[src/hdl/sprite_frame_animator_defines.svh]
// ----------------------------------------------------------------------------
// sprite_frame_animator_defines
// assertion macros shared by the animator modules
// ----------------------------------------------------------------------------
`ifndef SPRITE_FRAME_ANIMATOR_DEFINES_SVH
`define SPRITE_FRAME_ANIMATOR_DEFINES_SVH

// same-cycle implication, clocked on clk, off while rst_n is low
`define SFA_ASSERT_NOW(name, ante, cons, msg) \
    name: assert property (@(posedge clk) disable iff (!rst_n) (ante) |-> (cons)) \
        else $error(msg);

// next-cycle implication, clocked on clk, off while rst_n is low
`define SFA_ASSERT_NEXT(name, ante, cons, msg) \
    name: assert property (@(posedge clk) disable iff (!rst_n) (ante) |=> (cons)) \
        else $error(msg);

`endif

[src/hdl/sfa_pkg.sv]
// ----------------------------------------------------------------------------
// sfa_pkg
// shared constants, register map and sequencer states of the animator
// ----------------------------------------------------------------------------
package sfa_pkg;

    localparam int FRAME_BITS_DEF = 12;
    localparam int TIME_BITS_DEF  = 24;

    // timer is unsigned q16.16
    localparam int ACCUM_BITS = 32;

    localparam int COL_W    = 8;
    localparam int SIZE_W   = 10;
    localparam int RECT_X_W = 18;
    localparam int RECT_Y_W = 22;

    localparam int APB_DATA_W = 32;
    localparam int APB_ADDR_W = 5;

    localparam logic [31:0]       DELAY_RESET   = 32'd65536;
    localparam logic              LOOP_RESET    = 1'b1;
    localparam logic [COL_W-1:0]  COLUMNS_RESET = 8'd1;
    localparam logic [SIZE_W-1:0] SIZE_RESET    = 10'd2;

    localparam logic OP_TICK      = 1'b0;
    localparam logic OP_SET_FRAME = 1'b1;

    typedef enum logic [2:0] {
        REG_START_FRAME,
        REG_END_FRAME,
        REG_FRAME_DELAY,
        REG_LOOP_ENABLE,
        REG_COLUMNS,
        REG_FRAME_WIDTH,
        REG_FRAME_HEIGHT
    } sfa_reg_e;

    typedef enum logic [2:0] {
        ST_IDLE,
        ST_TIMER,
        ST_STEP,
        ST_DIV_START,
        ST_DIV_WAIT,
        ST_MUL,
        ST_OUT
    } sfa_state_e;

endpackage

[src/hdl/sfa_in_if.sv]
// ----------------------------------------------------------------------------
// sfa_in_if
// request channel of the animator: tick or set-frame
// ----------------------------------------------------------------------------
interface sfa_in_if #(
    parameter int FRAME_BITS = sfa_pkg::FRAME_BITS_DEF,
    parameter int TIME_BITS  = sfa_pkg::TIME_BITS_DEF
);
    logic                  valid;
    logic                  ready;
    logic                  opcode;
    logic [TIME_BITS-1:0]  elapsed;
    logic [FRAME_BITS-1:0] new_frame;

    modport source (output valid, output opcode, output elapsed, output new_frame,
                    input ready);
    modport sink   (input valid, input opcode, input elapsed, input new_frame,
                    output ready);
endinterface

[src/hdl/sfa_out_if.sv]
// ----------------------------------------------------------------------------
// sfa_out_if
// result channel of the animator: frame index and sheet rectangle
// ----------------------------------------------------------------------------
interface sfa_out_if #(
    parameter int FRAME_BITS = sfa_pkg::FRAME_BITS_DEF
);
    logic                          valid;
    logic                          ready;
    logic [FRAME_BITS-1:0]         frame_index;
    logic [sfa_pkg::RECT_X_W-1:0]  rect_left;
    logic [sfa_pkg::RECT_X_W-1:0]  rect_right;
    logic [sfa_pkg::RECT_Y_W-1:0]  rect_top;
    logic [sfa_pkg::RECT_Y_W-1:0]  rect_bottom;
    logic                          anim_done;

    modport source (output valid, output frame_index, output rect_left,
                    output rect_right, output rect_top, output rect_bottom,
                    output anim_done, input ready);
    modport sink   (input valid, input frame_index, input rect_left,
                    input rect_right, input rect_top, input rect_bottom,
                    input anim_done, output ready);
endinterface

[src/hdl/sprite_frame_animator.sv]
// ----------------------------------------------------------------------------
// sprite_frame_animator
// sprite-sheet animation sequencer with apb settings and a serial divider
// ----------------------------------------------------------------------------
// usage
//   in_req carries one request per handshake: a tick (opcode 0) adds elapsed
//   q8.16 seconds to the frame timer, a set-frame (opcode 1) loads new_frame
//   and clears anim_done. every request gives exactly one result on out_rsp:
//   the current frame and its rectangle in the sheet.
//   settings are written through the apb port, one 32-bit register every
//   4 bytes. the user must write them only while no request is in flight;
//   the block itself does not enforce this. pready is always high.
// sequencing
//   the serial divider splits the frame into row and column, one quotient
//   bit per cycle. a new request is taken the cycle after the result is
//   loaded into the output register, not while one is being worked on.
// reset
//   rst_n clears frame, timer, done flag and the sequencer; the settings
//   return to their defaults (one-second delay, looping, one column, 2x2).
// stall
//   the result sits in an output register; the next request is accepted and
//   worked on, and only waits in its last step until that register is free.
// ----------------------------------------------------------------------------
`include "sprite_frame_animator_defines.svh"

module sprite_frame_animator #(
    parameter int FRAME_BITS = sfa_pkg::FRAME_BITS_DEF,
    parameter int TIME_BITS  = sfa_pkg::TIME_BITS_DEF
) (
    input  logic                           clk,
    input  logic                           rst_n,
    sfa_in_if.sink                         in_req,
    sfa_out_if.source                      out_rsp,
    input  logic                           psel,
    input  logic                           penable,
    input  logic                           pwrite,
    input  logic [sfa_pkg::APB_ADDR_W-1:0] paddr,
    input  logic [sfa_pkg::APB_DATA_W-1:0] pwdata,
    output logic [sfa_pkg::APB_DATA_W-1:0] prdata,
    output logic                           pready
);

    localparam int ACC_W = sfa_pkg::ACCUM_BITS;
    localparam int TOP_W = FRAME_BITS + sfa_pkg::SIZE_W;
    localparam int XW    = sfa_pkg::RECT_X_W;
    localparam int YW    = sfa_pkg::RECT_Y_W;

    // settings
    logic [FRAME_BITS-1:0]      start_frame;
    logic [FRAME_BITS-1:0]      end_frame;
    logic [TIME_BITS-1:0]       frame_delay;
    logic                       loop_enable;
    logic [sfa_pkg::COL_W-1:0]  columns;
    logic [sfa_pkg::SIZE_W-1:0] frame_width;
    logic [sfa_pkg::SIZE_W-1:0] frame_height;
    logic [sfa_pkg::COL_W-1:0]  cols_eff;

    // sequencer and animation state
    sfa_pkg::sfa_state_e    state_reg, state_next;
    logic [FRAME_BITS-1:0]  frame_reg, frame_next;
    logic [ACC_W-1:0]       accum_reg, accum_next;
    logic                   done_reg,  done_next;
    logic [TIME_BITS-1:0]   elapsed_reg, elapsed_next;

    // rectangle products
    logic [XW-1:0]          left_reg, left_next;
    logic [YW-1:0]          top_reg,  top_next;
    logic [TOP_W-1:0]       top_prod;

    // output register
    logic                   out_valid_reg, out_valid_next;
    logic [FRAME_BITS-1:0]  out_frame_reg, out_frame_next;
    logic [XW-1:0]          out_left_reg,  out_left_next;
    logic [XW-1:0]          out_right_reg, out_right_next;
    logic [YW-1:0]          out_top_reg,   out_top_next;
    logic [YW-1:0]          out_bot_reg,   out_bot_next;
    logic                   out_done_reg,  out_done_next;

    // timer and step arithmetic
    logic [ACC_W:0]         acc_sum;
    logic [FRAME_BITS:0]    frame_inc;
    logic                   range_ok;
    logic                   step_due;

    // divider hookup
    logic                       div_start;
    logic [FRAME_BITS-1:0]      div_quot;
    logic [sfa_pkg::COL_W-1:0]  div_rem;
    logic                       div_done;

    sfa_cfg #(
        .FRAME_BITS (FRAME_BITS),
        .TIME_BITS  (TIME_BITS)
    ) u_cfg (
        .clk          (clk),
        .rst_n        (rst_n),
        .psel         (psel),
        .penable      (penable),
        .pwrite       (pwrite),
        .paddr        (paddr),
        .pwdata       (pwdata),
        .prdata       (prdata),
        .start_frame  (start_frame),
        .end_frame    (end_frame),
        .frame_delay  (frame_delay),
        .loop_enable  (loop_enable),
        .columns      (columns),
        .frame_width  (frame_width),
        .frame_height (frame_height)
    );

    sfa_div #(
        .FRAME_BITS (FRAME_BITS)
    ) u_div (
        .clk       (clk),
        .rst_n     (rst_n),
        .start     (div_start),
        .dividend  (frame_reg),
        .divisor   (cols_eff),
        .quotient  (div_quot),
        .remainder (div_rem),
        .done      (div_done)
    );

    assign pready   = 1'b1;
    // zero columns behaves as a single column
    assign cols_eff = (columns == '0) ? sfa_pkg::COL_W'(1) : columns;

    // timer only runs when the range holds more than one frame
    assign range_ok  = (end_frame > start_frame);
    assign acc_sum   = {1'b0, accum_reg} + (ACC_W + 1)'(elapsed_reg);
    assign step_due  = (accum_reg > ACC_W'(frame_delay));
    assign frame_inc = {1'b0, frame_reg} + (FRAME_BITS + 1)'(1);
    assign top_prod  = TOP_W'(div_quot) * TOP_W'(frame_height);

    assign in_req.ready = (state_reg == sfa_pkg::ST_IDLE);
    assign div_start    = (state_reg == sfa_pkg::ST_DIV_START);

    always_comb
    begin
        state_next     = state_reg;
        frame_next     = frame_reg;
        accum_next     = accum_reg;
        done_next      = done_reg;
        elapsed_next   = elapsed_reg;
        left_next      = left_reg;
        top_next       = top_reg;
        out_valid_next = out_valid_reg;
        out_frame_next = out_frame_reg;
        out_left_next  = out_left_reg;
        out_right_next = out_right_reg;
        out_top_next   = out_top_reg;
        out_bot_next   = out_bot_reg;
        out_done_next  = out_done_reg;

        // consumer drains the held result
        if (out_valid_reg && out_rsp.ready)
        begin
            out_valid_next = 1'b0;
        end

        case (state_reg)
            sfa_pkg::ST_IDLE:
            begin
                if (in_req.valid)
                begin
                    if (in_req.opcode == sfa_pkg::OP_SET_FRAME)
                    begin
                        // timer is kept on a set-frame
                        frame_next = in_req.new_frame;
                        done_next  = 1'b0;
                        state_next = sfa_pkg::ST_DIV_START;
                    end
                    else
                    begin
                        elapsed_next = in_req.elapsed;
                        state_next   = sfa_pkg::ST_TIMER;
                    end
                end
            end
            sfa_pkg::ST_TIMER:
            begin
                if (range_ok)
                begin
                    // saturate instead of wrapping
                    accum_next = acc_sum[ACC_W] ? '1 : acc_sum[ACC_W-1:0];
                    state_next = sfa_pkg::ST_STEP;
                end
                else
                begin
                    state_next = sfa_pkg::ST_DIV_START;
                end
            end
            sfa_pkg::ST_STEP:
            begin
                // at most one frame advance per tick
                if (step_due)
                begin
                    accum_next = accum_reg - ACC_W'(frame_delay);
                    if ((frame_inc < (FRAME_BITS + 1)'(start_frame)) ||
                        (frame_inc > (FRAME_BITS + 1)'(end_frame)))
                    begin
                        if (loop_enable)
                        begin
                            frame_next = start_frame;
                        end
                        else
                        begin
                            frame_next = end_frame;
                            done_next  = 1'b1;
                        end
                    end
                    else
                    begin
                        frame_next = frame_inc[FRAME_BITS-1:0];
                    end
                end
                state_next = sfa_pkg::ST_DIV_START;
            end
            sfa_pkg::ST_DIV_START:
            begin
                state_next = sfa_pkg::ST_DIV_WAIT;
            end
            sfa_pkg::ST_DIV_WAIT:
            begin
                if (div_done)
                begin
                    state_next = sfa_pkg::ST_MUL;
                end
            end
            sfa_pkg::ST_MUL:
            begin
                // column and row scaled by the frame size
                left_next  = XW'(div_rem) * XW'(frame_width);
                top_next   = YW'(top_prod);
                state_next = sfa_pkg::ST_OUT;
            end
            sfa_pkg::ST_OUT:
            begin
                // wait for the output register to be free
                if (!out_valid_reg || out_rsp.ready)
                begin
                    out_valid_next = 1'b1;
                    out_frame_next = frame_reg;
                    out_left_next  = left_reg;
                    out_right_next = left_reg + XW'(frame_width);
                    out_top_next   = top_reg;
                    out_bot_next   = top_reg + YW'(frame_height);
                    out_done_next  = done_reg;
                    state_next     = sfa_pkg::ST_IDLE;
                end
            end
            default:
            begin
                state_next = sfa_pkg::ST_IDLE;
            end
        endcase
    end

    always_ff @(posedge clk or negedge rst_n)
    begin
        if (!rst_n)
        begin
            state_reg     <= sfa_pkg::ST_IDLE;
            frame_reg     <= '0;
            accum_reg     <= '0;
            done_reg      <= 1'b0;
            out_valid_reg <= 1'b0;
        end
        else
        begin
            state_reg     <= state_next;
            frame_reg     <= frame_next;
            accum_reg     <= accum_next;
            done_reg      <= done_next;
            out_valid_reg <= out_valid_next;
        end
    end

    always_ff @(posedge clk)
    begin
        elapsed_reg   <= elapsed_next;
        left_reg      <= left_next;
        top_reg       <= top_next;
        out_frame_reg <= out_frame_next;
        out_left_reg  <= out_left_next;
        out_right_reg <= out_right_next;
        out_top_reg   <= out_top_next;
        out_bot_reg   <= out_bot_next;
        out_done_reg  <= out_done_next;
    end

    assign out_rsp.valid       = out_valid_reg;
    assign out_rsp.frame_index = out_frame_reg;
    assign out_rsp.rect_left   = out_left_reg;
    assign out_rsp.rect_right  = out_right_reg;
    assign out_rsp.rect_top    = out_top_reg;
    assign out_rsp.rect_bottom = out_bot_reg;
    assign out_rsp.anim_done   = out_done_reg;

    // a looping advance always lands inside the range
    `SFA_ASSERT_NEXT(a_step_in_range,
        (state_reg == sfa_pkg::ST_STEP) && step_due && loop_enable && range_ok,
        (frame_reg >= start_frame) && (frame_reg <= end_frame),
        "looping advance left the frame range")
    // completion only comes from a non-looping advance
    `SFA_ASSERT_NOW(a_done_source, $rose(done_reg),
        ($past(state_reg) == sfa_pkg::ST_STEP) && !loop_enable,
        "done flag set outside a non-looping step")
    // column handed to the multiply is below the column count
    `SFA_ASSERT_NOW(a_col_bound, state_reg == sfa_pkg::ST_MUL, div_rem < cols_eff,
        "column out of range")
    // a result only appears from the final step
    `SFA_ASSERT_NOW(a_out_source, $rose(out_valid_reg),
        $past(state_reg) == sfa_pkg::ST_OUT, "result shown outside the final step")

endmodule

[src/hdl/sfa_cfg.sv]
// ----------------------------------------------------------------------------
// sfa_cfg
// apb register file holding the animation settings
// ----------------------------------------------------------------------------
module sfa_cfg #(
    parameter int FRAME_BITS = sfa_pkg::FRAME_BITS_DEF,
    parameter int TIME_BITS  = sfa_pkg::TIME_BITS_DEF
) (
    input  logic                             clk,
    input  logic                             rst_n,
    input  logic                             psel,
    input  logic                             penable,
    input  logic                             pwrite,
    input  logic [sfa_pkg::APB_ADDR_W-1:0]   paddr,
    input  logic [sfa_pkg::APB_DATA_W-1:0]   pwdata,
    output logic [sfa_pkg::APB_DATA_W-1:0]   prdata,
    output logic [FRAME_BITS-1:0]            start_frame,
    output logic [FRAME_BITS-1:0]            end_frame,
    output logic [TIME_BITS-1:0]             frame_delay,
    output logic                             loop_enable,
    output logic [sfa_pkg::COL_W-1:0]        columns,
    output logic [sfa_pkg::SIZE_W-1:0]       frame_width,
    output logic [sfa_pkg::SIZE_W-1:0]       frame_height
);

    logic [FRAME_BITS-1:0]       start_reg,  start_next;
    logic [FRAME_BITS-1:0]       end_reg,    end_next;
    logic [TIME_BITS-1:0]        delay_reg,  delay_next;
    logic                        loop_reg,   loop_next;
    logic [sfa_pkg::COL_W-1:0]   cols_reg,   cols_next;
    logic [sfa_pkg::SIZE_W-1:0]  width_reg,  width_next;
    logic [sfa_pkg::SIZE_W-1:0]  height_reg, height_next;

    sfa_pkg::sfa_reg_e reg_sel;
    logic              wr_en;

    assign reg_sel = sfa_pkg::sfa_reg_e'(paddr[sfa_pkg::APB_ADDR_W-1:2]);
    assign wr_en   = psel && penable && pwrite;

    always_comb
    begin
        start_next  = start_reg;
        end_next    = end_reg;
        delay_next  = delay_reg;
        loop_next   = loop_reg;
        cols_next   = cols_reg;
        width_next  = width_reg;
        height_next = height_reg;
        if (wr_en)
        begin
            case (reg_sel)
                sfa_pkg::REG_START_FRAME:  start_next  = pwdata[FRAME_BITS-1:0];
                sfa_pkg::REG_END_FRAME:    end_next    = pwdata[FRAME_BITS-1:0];
                sfa_pkg::REG_FRAME_DELAY:  delay_next  = pwdata[TIME_BITS-1:0];
                sfa_pkg::REG_LOOP_ENABLE:  loop_next   = pwdata[0];
                sfa_pkg::REG_COLUMNS:      cols_next   = pwdata[sfa_pkg::COL_W-1:0];
                sfa_pkg::REG_FRAME_WIDTH:  width_next  = pwdata[sfa_pkg::SIZE_W-1:0];
                sfa_pkg::REG_FRAME_HEIGHT: height_next = pwdata[sfa_pkg::SIZE_W-1:0];
                default:                   ;
            endcase
        end
    end

    always_comb
    begin
        case (reg_sel)
            sfa_pkg::REG_START_FRAME:  prdata = sfa_pkg::APB_DATA_W'(start_reg);
            sfa_pkg::REG_END_FRAME:    prdata = sfa_pkg::APB_DATA_W'(end_reg);
            sfa_pkg::REG_FRAME_DELAY:  prdata = sfa_pkg::APB_DATA_W'(delay_reg);
            sfa_pkg::REG_LOOP_ENABLE:  prdata = sfa_pkg::APB_DATA_W'(loop_reg);
            sfa_pkg::REG_COLUMNS:      prdata = sfa_pkg::APB_DATA_W'(cols_reg);
            sfa_pkg::REG_FRAME_WIDTH:  prdata = sfa_pkg::APB_DATA_W'(width_reg);
            sfa_pkg::REG_FRAME_HEIGHT: prdata = sfa_pkg::APB_DATA_W'(height_reg);
            default:                   prdata = '0;
        endcase
    end

    always_ff @(posedge clk or negedge rst_n)
    begin
        if (!rst_n)
        begin
            start_reg  <= '0;
            end_reg    <= '0;
            delay_reg  <= TIME_BITS'(sfa_pkg::DELAY_RESET);
            loop_reg   <= sfa_pkg::LOOP_RESET;
            cols_reg   <= sfa_pkg::COLUMNS_RESET;
            width_reg  <= sfa_pkg::SIZE_RESET;
            height_reg <= sfa_pkg::SIZE_RESET;
        end
        else
        begin
            start_reg  <= start_next;
            end_reg    <= end_next;
            delay_reg  <= delay_next;
            loop_reg   <= loop_next;
            cols_reg   <= cols_next;
            width_reg  <= width_next;
            height_reg <= height_next;
        end
    end

    assign start_frame  = start_reg;
    assign end_frame    = end_reg;
    assign frame_delay  = delay_reg;
    assign loop_enable  = loop_reg;
    assign columns      = cols_reg;
    assign frame_width  = width_reg;
    assign frame_height = height_reg;

endmodule

[src/hdl/sfa_div.sv]
// ----------------------------------------------------------------------------
// sfa_div
// restoring divider, one quotient bit per cycle
// ----------------------------------------------------------------------------
`include "sprite_frame_animator_defines.svh"

module sfa_div #(
    parameter int FRAME_BITS = sfa_pkg::FRAME_BITS_DEF
) (
    input  logic                          clk,
    input  logic                          rst_n,
    input  logic                          start,
    input  logic [FRAME_BITS-1:0]         dividend,
    input  logic [sfa_pkg::COL_W-1:0]     divisor,
    output logic [FRAME_BITS-1:0]         quotient,
    output logic [sfa_pkg::COL_W-1:0]     remainder,
    output logic                          done
);

    localparam int CNT_W = $clog2(FRAME_BITS + 1);

    logic [FRAME_BITS-1:0]     quot_reg, quot_next;
    logic [sfa_pkg::COL_W-1:0] rem_reg,  rem_next;
    logic [sfa_pkg::COL_W-1:0] dvsr_reg, dvsr_next;
    logic [CNT_W-1:0]          cnt_reg,  cnt_next;
    logic                      busy_reg, busy_next;
    logic                      done_reg, done_next;
    logic [sfa_pkg::COL_W:0]   shifted;
    logic [sfa_pkg::COL_W:0]   diff;
    logic                      fits;

    // partial remainder stays below the divisor, so one shift fits COL_W+1 bits
    assign shifted = {rem_reg, quot_reg[FRAME_BITS-1]};
    assign diff    = shifted - {1'b0, dvsr_reg};
    assign fits    = (shifted >= {1'b0, dvsr_reg});

    always_comb
    begin
        quot_next = quot_reg;
        rem_next  = rem_reg;
        dvsr_next = dvsr_reg;
        cnt_next  = cnt_reg;
        busy_next = busy_reg;
        done_next = 1'b0;
        if (start)
        begin
            quot_next = dividend;
            rem_next  = '0;
            dvsr_next = divisor;
            cnt_next  = CNT_W'(FRAME_BITS);
            busy_next = 1'b1;
        end
        else if (busy_reg)
        begin
            rem_next  = fits ? diff[sfa_pkg::COL_W-1:0] : shifted[sfa_pkg::COL_W-1:0];
            quot_next = {quot_reg[FRAME_BITS-2:0], fits};
            cnt_next  = cnt_reg - CNT_W'(1);
            if (cnt_reg == CNT_W'(1))
            begin
                busy_next = 1'b0;
                done_next = 1'b1;
            end
        end
    end

    always_ff @(posedge clk or negedge rst_n)
    begin
        if (!rst_n)
        begin
            cnt_reg  <= '0;
            busy_reg <= 1'b0;
            done_reg <= 1'b0;
        end
        else
        begin
            cnt_reg  <= cnt_next;
            busy_reg <= busy_next;
            done_reg <= done_next;
        end
    end

    always_ff @(posedge clk)
    begin
        quot_reg <= quot_next;
        rem_reg  <= rem_next;
        dvsr_reg <= dvsr_next;
    end

    assign quotient  = quot_reg;
    assign remainder = rem_reg;
    assign done      = done_reg;

    `SFA_ASSERT_NOW(a_div_no_restart, start, !busy_reg, "divider restarted while busy")
    `SFA_ASSERT_NOW(a_div_rem_bound, busy_reg, rem_reg < dvsr_reg, "partial remainder too large")
    `SFA_ASSERT_NEXT(a_div_done_ends, done_reg, !done_reg, "divider done held over two cycles")

endmodule
[src/flat_wrapper.sv]
// flat-port wrapper written by rule: the top's interface ports become plain ports
module sprite_frame_animator_flat 
#(
    parameter int FRAME_BITS = sfa_pkg::FRAME_BITS_DEF,
    parameter int TIME_BITS  = sfa_pkg::TIME_BITS_DEF
)
  (clk, rst_n, psel, penable, pwrite, paddr, pwdata, prdata, pready, in_req_valid, in_req_opcode, in_req_elapsed, in_req_new_frame, in_req_ready, out_rsp_valid, out_rsp_frame_index, out_rsp_rect_left, out_rsp_rect_right, out_rsp_rect_top, out_rsp_rect_bottom, out_rsp_anim_done, out_rsp_ready);
  sfa_in_if #(.FRAME_BITS(FRAME_BITS), .TIME_BITS(TIME_BITS)) in_req_i ();
  sfa_out_if #(.FRAME_BITS(FRAME_BITS)) out_rsp_i ();
  input  logic clk;
  input  logic rst_n;
  input  logic psel;
  input  logic penable;
  input  logic pwrite;
  input  logic [sfa_pkg::APB_ADDR_W-1:0] paddr;
  input  logic [sfa_pkg::APB_DATA_W-1:0] pwdata;
  output logic [sfa_pkg::APB_DATA_W-1:0] prdata;
  output logic pready;
  input wire logic [$bits(in_req_i.valid)-1:0] in_req_valid;
  input wire logic [$bits(in_req_i.opcode)-1:0] in_req_opcode;
  input wire logic [$bits(in_req_i.elapsed)-1:0] in_req_elapsed;
  input wire logic [$bits(in_req_i.new_frame)-1:0] in_req_new_frame;
  output wire logic [$bits(in_req_i.ready)-1:0] in_req_ready;
  output wire logic [$bits(out_rsp_i.valid)-1:0] out_rsp_valid;
  output wire logic [$bits(out_rsp_i.frame_index)-1:0] out_rsp_frame_index;
  output wire logic [$bits(out_rsp_i.rect_left)-1:0] out_rsp_rect_left;
  output wire logic [$bits(out_rsp_i.rect_right)-1:0] out_rsp_rect_right;
  output wire logic [$bits(out_rsp_i.rect_top)-1:0] out_rsp_rect_top;
  output wire logic [$bits(out_rsp_i.rect_bottom)-1:0] out_rsp_rect_bottom;
  output wire logic [$bits(out_rsp_i.anim_done)-1:0] out_rsp_anim_done;
  input wire logic [$bits(out_rsp_i.ready)-1:0] out_rsp_ready;
  assign in_req_i.valid = in_req_valid;
  assign in_req_i.opcode = in_req_opcode;
  assign in_req_i.elapsed = in_req_elapsed;
  assign in_req_i.new_frame = in_req_new_frame;
  assign in_req_ready = in_req_i.ready;
  assign out_rsp_valid = out_rsp_i.valid;
  assign out_rsp_frame_index = out_rsp_i.frame_index;
  assign out_rsp_rect_left = out_rsp_i.rect_left;
  assign out_rsp_rect_right = out_rsp_i.rect_right;
  assign out_rsp_rect_top = out_rsp_i.rect_top;
  assign out_rsp_rect_bottom = out_rsp_i.rect_bottom;
  assign out_rsp_anim_done = out_rsp_i.anim_done;
  assign out_rsp_i.ready = out_rsp_ready;
  sprite_frame_animator #(.FRAME_BITS(FRAME_BITS), .TIME_BITS(TIME_BITS)) u_core (.clk(clk), .rst_n(rst_n), .in_req(in_req_i), .out_rsp(out_rsp_i), .psel(psel), .penable(penable), .pwrite(pwrite), .paddr(paddr), .pwdata(pwdata), .prdata(prdata), .pready(pready));
endmodule
[config.mk]
export PLATFORM = sky130hd
export DESIGN_NAME = sprite_frame_animator_flat
export DESIGN_NICKNAME = d
export VERILOG_FILES = /design/src/hdl/sfa_pkg.sv /design/src/hdl/sfa_in_if.sv /design/src/hdl/sfa_out_if.sv /design/src/hdl/sprite_frame_animator.sv /design/src/hdl/sfa_cfg.sv /design/src/hdl/sfa_div.sv /design/src/flat_wrapper.sv
export VERILOG_INCLUDE_DIRS = /design/src /design/src/hdl
export SDC_FILE = /design/constraint.sdc
export NUM_CORES = 1
export LEC_CHECK = 0
export BUFFER_PORTS_ARGS = -buffer_cell sky130_fd_sc_hd__buf_2
export CAP_MARGIN = 10
export CORE_UTILIZATION = 62
export DETAILED_ROUTE_END_ITERATION = 16
export PLACE_DENSITY = 0.94
export SYNTH_ARGS = -nofsm -noshare
export SYNTH_HDL_FRONTEND = slang
export SYNTH_HIERARCHICAL = 1
export SYNTH_SLANG_ARGS = --single-unit
export TNS_END_PERCENT = 20
[constraint.sdc]
create_clock -name clk -period 6.8 [get_ports clk]
set_input_delay 0.68 -clock clk [delete_from_list [all_inputs] [get_ports clk]]
set_output_delay 0.68 -clock clk [all_outputs]
set_load 0.02 [all_outputs]
==> flow_metrics.py, run 1 <==
metrics = {
    "outcome": {
        "status": "finished clean",
    },
    "clock_network": {
        "clkSinkCount": 317,
        "cts_hold_buf": 0,
        "ctsResizeCount": 0,
        "ctsRootBufferMaster": "clkbuf_16",
        "tritoncts": "done",
        "htreeDepth": 2,
        "cts_buffers": 35,
        "clock_latency_ns": 0.55,
        "clk_pin_slew_ns": 0.07,
        "clock_path_buffers": 3,
        "postCtsSetupBuffers": 0,
    },
    "floorplan": {
        "num_rows": 72,
        "core_area_um2": 38650,
        "die_y_um": 199.9,
        "io_pins": 209,
        "start_util_pct": 62.82,
        "die_w_um": 199.9,
        "dieArea_um2": 39960,
    },
    "global_route": {
        "grt_usage_pct": 31.15,
        "grt_max_degree": 81,
        "grt_pass1_vias": 19440,
        "grt_pass1_wl_mm": 97.64,
        "grt_remaining_overflow": 0,
        "antenna_found_initial": 1,
    },
    "cells_and_area": {
        "area_growth_pct": 9.858,
        "stdcell_count": 3042,
        "finalNetCount": 2919,
        "fin_area_um2": 26670,
        "fill_cells": 2600,
        "largest_reg_flops": 32,
        "drive_above_1_share_pct": 15.54,
    },
    "worst_setup_path": {
        "path_max_fanout": 15,
        "slowest_delay_ns": 0.74,
        "cpMostUsedCell": "fa_1",
        "worst_setup_path_start_kind": "flip-flop",
        "crit_chain": "nand2_1 -> fa_1 -> inv_1 -> fa_1 -> ha_1 -> fa_1 -> inv_1 -> fa_1 -> inv_1 -> ha_1 -> a2111oi_1 -> o31ai_1 -> a21oi_1 -> o21ai_1 -> nor4_1 -> or3_1 -> nand2_1 -> xnor2_1",
        "end_kind": "flip-flop",
        "worstPathArrival_ns": 6.39,
        "rr_worst_depth": 18,
        "cp_data_required_time_ns": 7.09,
        "cp_slowest_cell": "dfrtp_1",
        "cp.depth": 18,
        "r2r_end": "u_core/top_reg[19]",
        "r2r_slack_ns": 0.71,
        "cp_top_family": "adder cells",
        "setup.worst_path.end": "u_core/top_reg[19]",
        "critPathBufInv": 3,
        "r2r-start": "u_core/u_cfg/frame_height[3]",
        "crit_start": "u_core/u_cfg/frame_height[3]",
        "crit_type": "reg2reg",
    },
    "placement": {
        "placed_cell_area_um2": 25510,
        "post-place-ws_ns": 0.9063,
        "dpl.cell_count": 2979,
        "dp_hpwl_mm": 43.60,
        "place_congestion": 0.9261,
        "portBuffers": 189,
    },
    "logic_synthesis": {
        "synth.avg_cell_area_um2": 10.34,
        "syn_inst": 2349,
        "synth.distinct_cells": 106,
        "yosys_warnings": 6,
        "synthFlopType": "edfxtp_1",
        "syn_area_um2": 24280,
        "seq_area_frac_synth_pct": 36.18,
        "async_reset_ff_share_pct": 41.64,
        "synth_seq_cells": 317,
        "yosysTopAreaCell": "edfxtp_1",
        "synth_edf_count": 177,
        "synth_top_area_share_pct": 21.89,
        "synth.area.top_cells": "edfxtp_1 (22%), dfrtp_1 (13%), fa_1 (11%), ha_1 (11%), inv_1 (4.1%)",
    },
    "timing": {
        "worst_slack_ns": 0.7070,
        "setup_violations": 0,
        "relSlewSlack_pct": 20.56,
        "finalHoldViolCount": 0,
        "final.min_clock_period_ns": 6.093,
        "fmax_mhz": 164.1,
        "fin_skew_ns": 0.01968,
        "grt_setup_unrepaired": "no",
        "post-route-period-util_pct": 89.60,
        "hold_ws_ns": 0.1148,
        "slew_violations": 0,
        "fin_tns_setup_ns": 0,
        "worstMarginPinSlew_ns": 1.192,
    },
    "detailed_routing": {
        "drt_wl_total_mm": 60.52,
        "wl_per_cell_um": 19.89,
        "drtPass1Iterations": 7,
        "drtAntennaViolNets": 0,
        "num_vias": 18700,
        "via_per_inst": 6.148,
        "remaining_drc_errors": 0,
        "drt_iter0_drc": 1466,
    },
    "job": {
        "cap_violations": 0,
    },
    "power": {
        "peakVddDrop_mv": 0.6278,
        "p_per_area_nw_per_um2": 569.7,
        "p_leak_nw": 12.14,
    },
    "worst_hold_path": {
        "hold_path.class": "in2async",
    },
}
logic make-up after synthesis:
group	share of synthesized area [%]
mux	6.225
compound gates	12.05
other cells	0.03093
fa+ha+maj	21.57
simple gates	13.60
xor+xnor	4.329
buf+inv	6.014
flops	36.18
layer usage:
metal  share of wire (%)  vias up  track usage (%)  wire length, µm
li1                    -     8422                -                -
met1                  38     9101            36.92            23080
met2                  50      951            55.07            30340
met3                 7.4      225            5.360             4477
met4                 4.3        2            14.56             2604
met5               0.013        -                0                8
Yosys cell counts (7+ instances only):
library cell / instances
a211oi_1: 15
a21boi_0: 7
a21o_1: 46
a21oi_1: 122
a31oi_1: 29
and2_1: 131
and3_1: 30
buf_2: 8
buf_4: 19
clkbuf_1: 55
dfrtp_1: 127
dfxtp_1: 8
edfxtp_1: 177
fa_1: 131
ha_1: 209
inv_1: 264
mux2_1: 13
mux2_2: 79
mux2_4: 13
mux2i_1: 28
nand2_1: 193
nand2b_1: 19
nand3_1: 39
nand4_1: 12
nor2_1: 104
nor2b_1: 18
nor3_1: 26
o211ai_1: 16
o21a_1: 13
o21ai_0: 82
o21ai_1: 8
o21bai_1: 13
o22ai_1: 22
or3_1: 10
xnor2_1: 81
xor2_1: 39
cell usage in the layout, fill, tap and decap left out, types with 16 or more instances in the layout:
cell and count:
a21o_1 46, a21oi_1 122, a31oi_1 29, and2_1 131
and3_1 30, buf_2 188, clkbuf_16 35, dfrtp_1 127
edfxtp_1 177, fa_1 131, ha_1 209, inv_1 264
mux2_2 79, mux2i_1 28, nand2_1 193, nand2b_1 19
nand3_1 39, nor2_1 101, nor2b_1 18, nor3_1 26
o211ai_1 16, o21ai_0 82, o22ai_1 22, xnor2_1 81
xor2_1 39
where the power goes:
part | internal, mW | switching (mW)
clock network | 1.15 | 0.815
registers | 2.95 | 0.774
logic | 3.94 | 5.56
total | 8.04 | 7.15
worst register-to-register path, delay by kind of cell, from the launching register on:
kind	cells	cell delay, ns
buffers and inverters	3	0.16
AND/OR/NAND/NOR	4	0.75
AO/OA/AOI/OAI	4	1.36
XOR/XNOR	1	0.16
flip-flops	1	0.74
adder cells (fa/ha/maj)	6	2.67
worst min-delay path by stage:
stage                    startpoint                       end  slack [ns]  cells past startpoint
detailed placement  u_core/done_reg  u_core/out_rsp.anim_done        0.44                      0
global route                  rst_n      u_core/accum_reg[17]        0.15                      1
floorplan                     rst_n       u_core/accum_reg[0]        0.38                      0
finish                        rst_n      u_core/accum_reg[17]        0.11                      1
global placement    u_core/done_reg  u_core/out_rsp.anim_done        0.44                      0
CTS                           rst_n      u_core/accum_reg[17]        0.12                      1
stage by stage:
step	power, mW	util (%)
6_report	15.20	69.02
2_1_floorplan	10.64	-
3_3_place_gp	12.16	66.00
4_1_cts	15.02	69.01
3_5_place_dp	12.79	66.00
5_1_grt	16.40	69.01
final cells by class:
class	count	area, µm²	share of cell area, %
Tap cell	518	648.1	2.430
Timing Repair Buffer	196	1001	3.753
Inverter	265	994.7	3.729
Clock inverter	22	259.0	0.9710
Antenna cell	1	2.502	0.009382
Sequential cell	317	8785	32.93
Clock buffer	40	904.6	3.391
Multi-Input combinational cell	1683	14080	52.78
(Power assumes the default switching activity.)
==> inputs of run 2 (changes only) <==
--- a/config.mk
+++ b/config.mk
@@ -8,9 +8,11 @@
 export LEC_CHECK = 0
 export BUFFER_PORTS_ARGS = -buffer_cell sky130_fd_sc_hd__buf_2
 export CAP_MARGIN = 10
-export CORE_UTILIZATION = 62
+export CORE_UTILIZATION = 57
+export CTS_BUF_LIST = sky130_fd_sc_hd__clkbuf_4
 export DETAILED_ROUTE_END_ITERATION = 16
-export PLACE_DENSITY = 0.94
+export PLACE_DENSITY = 0.92
+export SKIP_CTS_REPAIR_TIMING = 1
 export SYNTH_ARGS = -nofsm -noshare
 export SYNTH_HDL_FRONTEND = slang
 export SYNTH_HIERARCHICAL = 1
==> constraint.sdc (replaced) <==
create_clock -name clk -period 5.11 [get_ports clk]
set_input_delay 0.511 -clock clk [delete_from_list [all_inputs] [get_ports clk]]
set_output_delay 0.511 -clock clk [all_outputs]
set_load 0.02 [all_outputs]
==> run 2 against run 1 <==
- the run now ends with negative setup slack left
- sequential share of layout area shrank 1.6 points
- utilization shrank 2.2 points
- register-to-register slack got worse by 1.0 ns
- sequential cell count unchanged
- total power is 42% higher
- clock-buffer cell count up 89
- largest cell class unchanged
==> flow_metrics.py, run 2 (same netlist as run 1, synthesis figures left out) <==
metrics = {
    "timing": {
        "post-route-period-util_pct": 106.5,
        "final.min_clock_period_ns": 5.443,
        "worst_slack_ns": -0.3329,
        "worstMarginPinSlew_ns": 1.192,
        "finalHoldViolCount": 0,
        "relSlewSlack_pct": 20.51,
        "grt_setup_unrepaired": "yes",
        "hold_ws_ns": 0.03233,
        "fin_skew_ns": 0.08335,
        "slew_violations": 0,
        "fmax_mhz": 183.7,
        "setup_violations": 5,
    },
    "power": {
        "power.internal_mw": 11.58,
        "power_frac_comb_pct": 66.9,
        "p_seq_share_pct": 21.8,
        "clkPwrFrac_pct": 11.3,
        "peakVddDrop_mv": 1.139,
        "finalPower_mw": 21.61,
        "switchingPower_mw": 10.03,
        "power.switching_fraction_pct": 46.41,
        "p_leak_nw": 12.91,
        "p_per_area_nw_per_um2": 771.0,
    },
    "worst_setup_path": {
        "worstPathArrival_ns": 6.00,
        "crit_type": "reg2reg",
        "r2r_slack_ns": -0.33,
        "end_kind": "flip-flop",
        "rr_worst_depth": 20,
        "cp_data_required_time_ns": 5.67,
        "r2r-start": "u_core/u_cfg/frame_height[1]",
        "r2r_end": "u_core/top_reg[21]",
        "worst_setup_path_start_kind": "flip-flop",
        "path_max_fanout": 5,
    },
    "detailed_routing": {
        "remaining_drc_errors": 0,
        "drtPass1Iterations": 7,
        "wl_per_cell_um": 18.83,
        "via_per_inst": 5.813,
        "drt_wl_total_mm": 62.17,
        "drtAntennaViolNets": 0,
        "drt_iter0_drc": 1490,
        "num_vias": 19200,
    },
    "outcome": {
        "violations": "negative setup slack",
        "status": "complete, but fails checks",
    },
    "job": {
        "cap_violations": 0,
    },
    "worst_hold_path": {
        "worstHoldStart": "pwdata[4]",
        "whs_endpoint": "u_core/u_cfg/frame_height[4]",
        "hold_path_depth": 2,
        "hold_path.class": "in2reg",
    },
    "clock_network": {
        "ctsRootBufferMaster": "clkbuf_4",
        "htreeDepth": 3,
        "clk_pin_slew_ns": 0.07,
        "clock_path_buffers": 3,
        "clkSinkCount": 317,
        "tritoncts": "done",
        "clock_latency_ns": 0.84,
        "cts_buffers": 85,
    },
    "placement": {
        "portBuffers": 189,
        "placed_cell_area_um2": 26160,
        "dpl.cell_count": 3076,
        "place_congestion": 0.9804,
        "dp_hpwl_mm": 45.68,
    },
    "cells_and_area": {
        "fill_cells": 2971,
        "fin_area_um2": 28030,
        "largest_reg_flops": 32,
        "mostFrequentLayoutCell": "inv_1",
        "finalNetCount": 3108,
        "area_growth_pct": 15.47,
        "stdcell_count": 3302,
        "final_cell_mix": "inv_1 (263), ha_1 (204), nand2_1 (192)",
        "drive_above_1_share_pct": 21.43,
    },
    "floorplan": {
        "core_area_um2": 41950,
        "die_y_um": 208.4,
        "num_rows": 75,
        "io_pins": 209,
        "start_util_pct": 57.88,
        "dieArea_um2": 43420,
        "die_w_um": 208.4,
    },
    "global_route": {
        "grt_pass1_vias": 19420,
        "grt_remaining_overflow": 0,
        "grt_pass1_wl_mm": 96.51,
        "antenna_found_initial": 8,
        "grt_usage_pct": 27.88,
        "grt_max_degree": 76,
    },
}
-- run 2: cell count changes in the layout (fill, tap and decap cells not counted), sizes merged --
cell / previous run / this run
clkbuf: 40 / 132
buf: 196 / 279
dlygate4sd3: 0 / 53
clkinv: 14 / 24
diode: 1 / 5
bufinv: 5 / 3
inv: 267 / 265
clkinvlp: 1 / 2
-- run 2: routing by layer --
metal	global-route usage, %	up-vias	part of all wire [%]
met2	46.33	840	48
met5	1.335	-	0.035
li1	-	8867	-
met1	33.17	9304	39
met3	7.351	180	8.1
met4	14.43	4	4.4
-- run 2: how the worst max path moves through the flow --
stage | slack, ns | endpoint | start | cells after the start
after floorplan | -0.02 | u_core/top_reg[21] | u_core/u_cfg/frame_height[1] | 19
after global placement | -0.17 | u_core/top_reg[21] | u_core/u_cfg/frame_height[1] | 18
after detailed placement | -0.29 | u_core/top_reg[21] | u_core/u_cfg/frame_height[1] | 19
after CTS | -0.40 | u_core/top_reg[20] | u_core/u_cfg/frame_height[1] | 18
after global routing | -0.47 | u_core/top_reg[21] | u_core/u_div/quotient[3] | 20
final | -0.33 | u_core/top_reg[21] | u_core/u_cfg/frame_height[1] | 20
-- run 2: through the flow --
stage / utilization [%] / setup TNS [ns] / setup slack, ns
detailed placement: 62.37 / -1.015 / -0.2919
floorplan: - / -0.02094 / -0.02094
finish: 66.83 / -0.9693 / -0.3329
global route: 66.82 / -2.031 / -0.4674
global placement: 62.37 / -0.4262 / -0.1681
CTS: 65.18 / -1.567 / -0.4026
-- run 2: power groups by stage --
stage                     Clock (mW)  Sequential [mW]  Combinational, mW
final                           2.45             4.71               14.5
after detailed placement           0             4.74               13.5
after CTS                       2.49             4.70               13.7
after floorplan                    0             4.57               9.86
after global placement             0             4.69               12.7
after global routing            2.63             4.79               15.9
-- run 2: cell type report --
class	instances	area, µm²	area share [%]
well taps	539	674.4	2.406
flip-flops and latches	317	8790	31.35
clock inverters	29	209.0	0.7453
repair buffers	335	2172	7.748
inverters	265	994.7	3.548
clock buffers	129	968.4	3.454
multi-input cells	1683	14210	50.70
diodes	5	12.51	0.04463
-- run 2: critical path: stages (launching register included) --
cell and delay (ns):
dfstp_2 0.54, buf_4 0.14, nand2_1 0.07, fa_1 0.51
inv_1 0.08, fa_1 0.49, ha_1 0.33, fa_1 0.54
inv_1 0.05, fa_1 0.52, inv_1 0.06, ha_4 0.27
o21a_1 0.14, o21ai_2 0.10, o31ai_4 0.32, a21oi_2 0.12
o21ai_2 0.19, nor4_2 0.06, or3_1 0.34, a31oi_1 0.18
xnor2_1 0.09
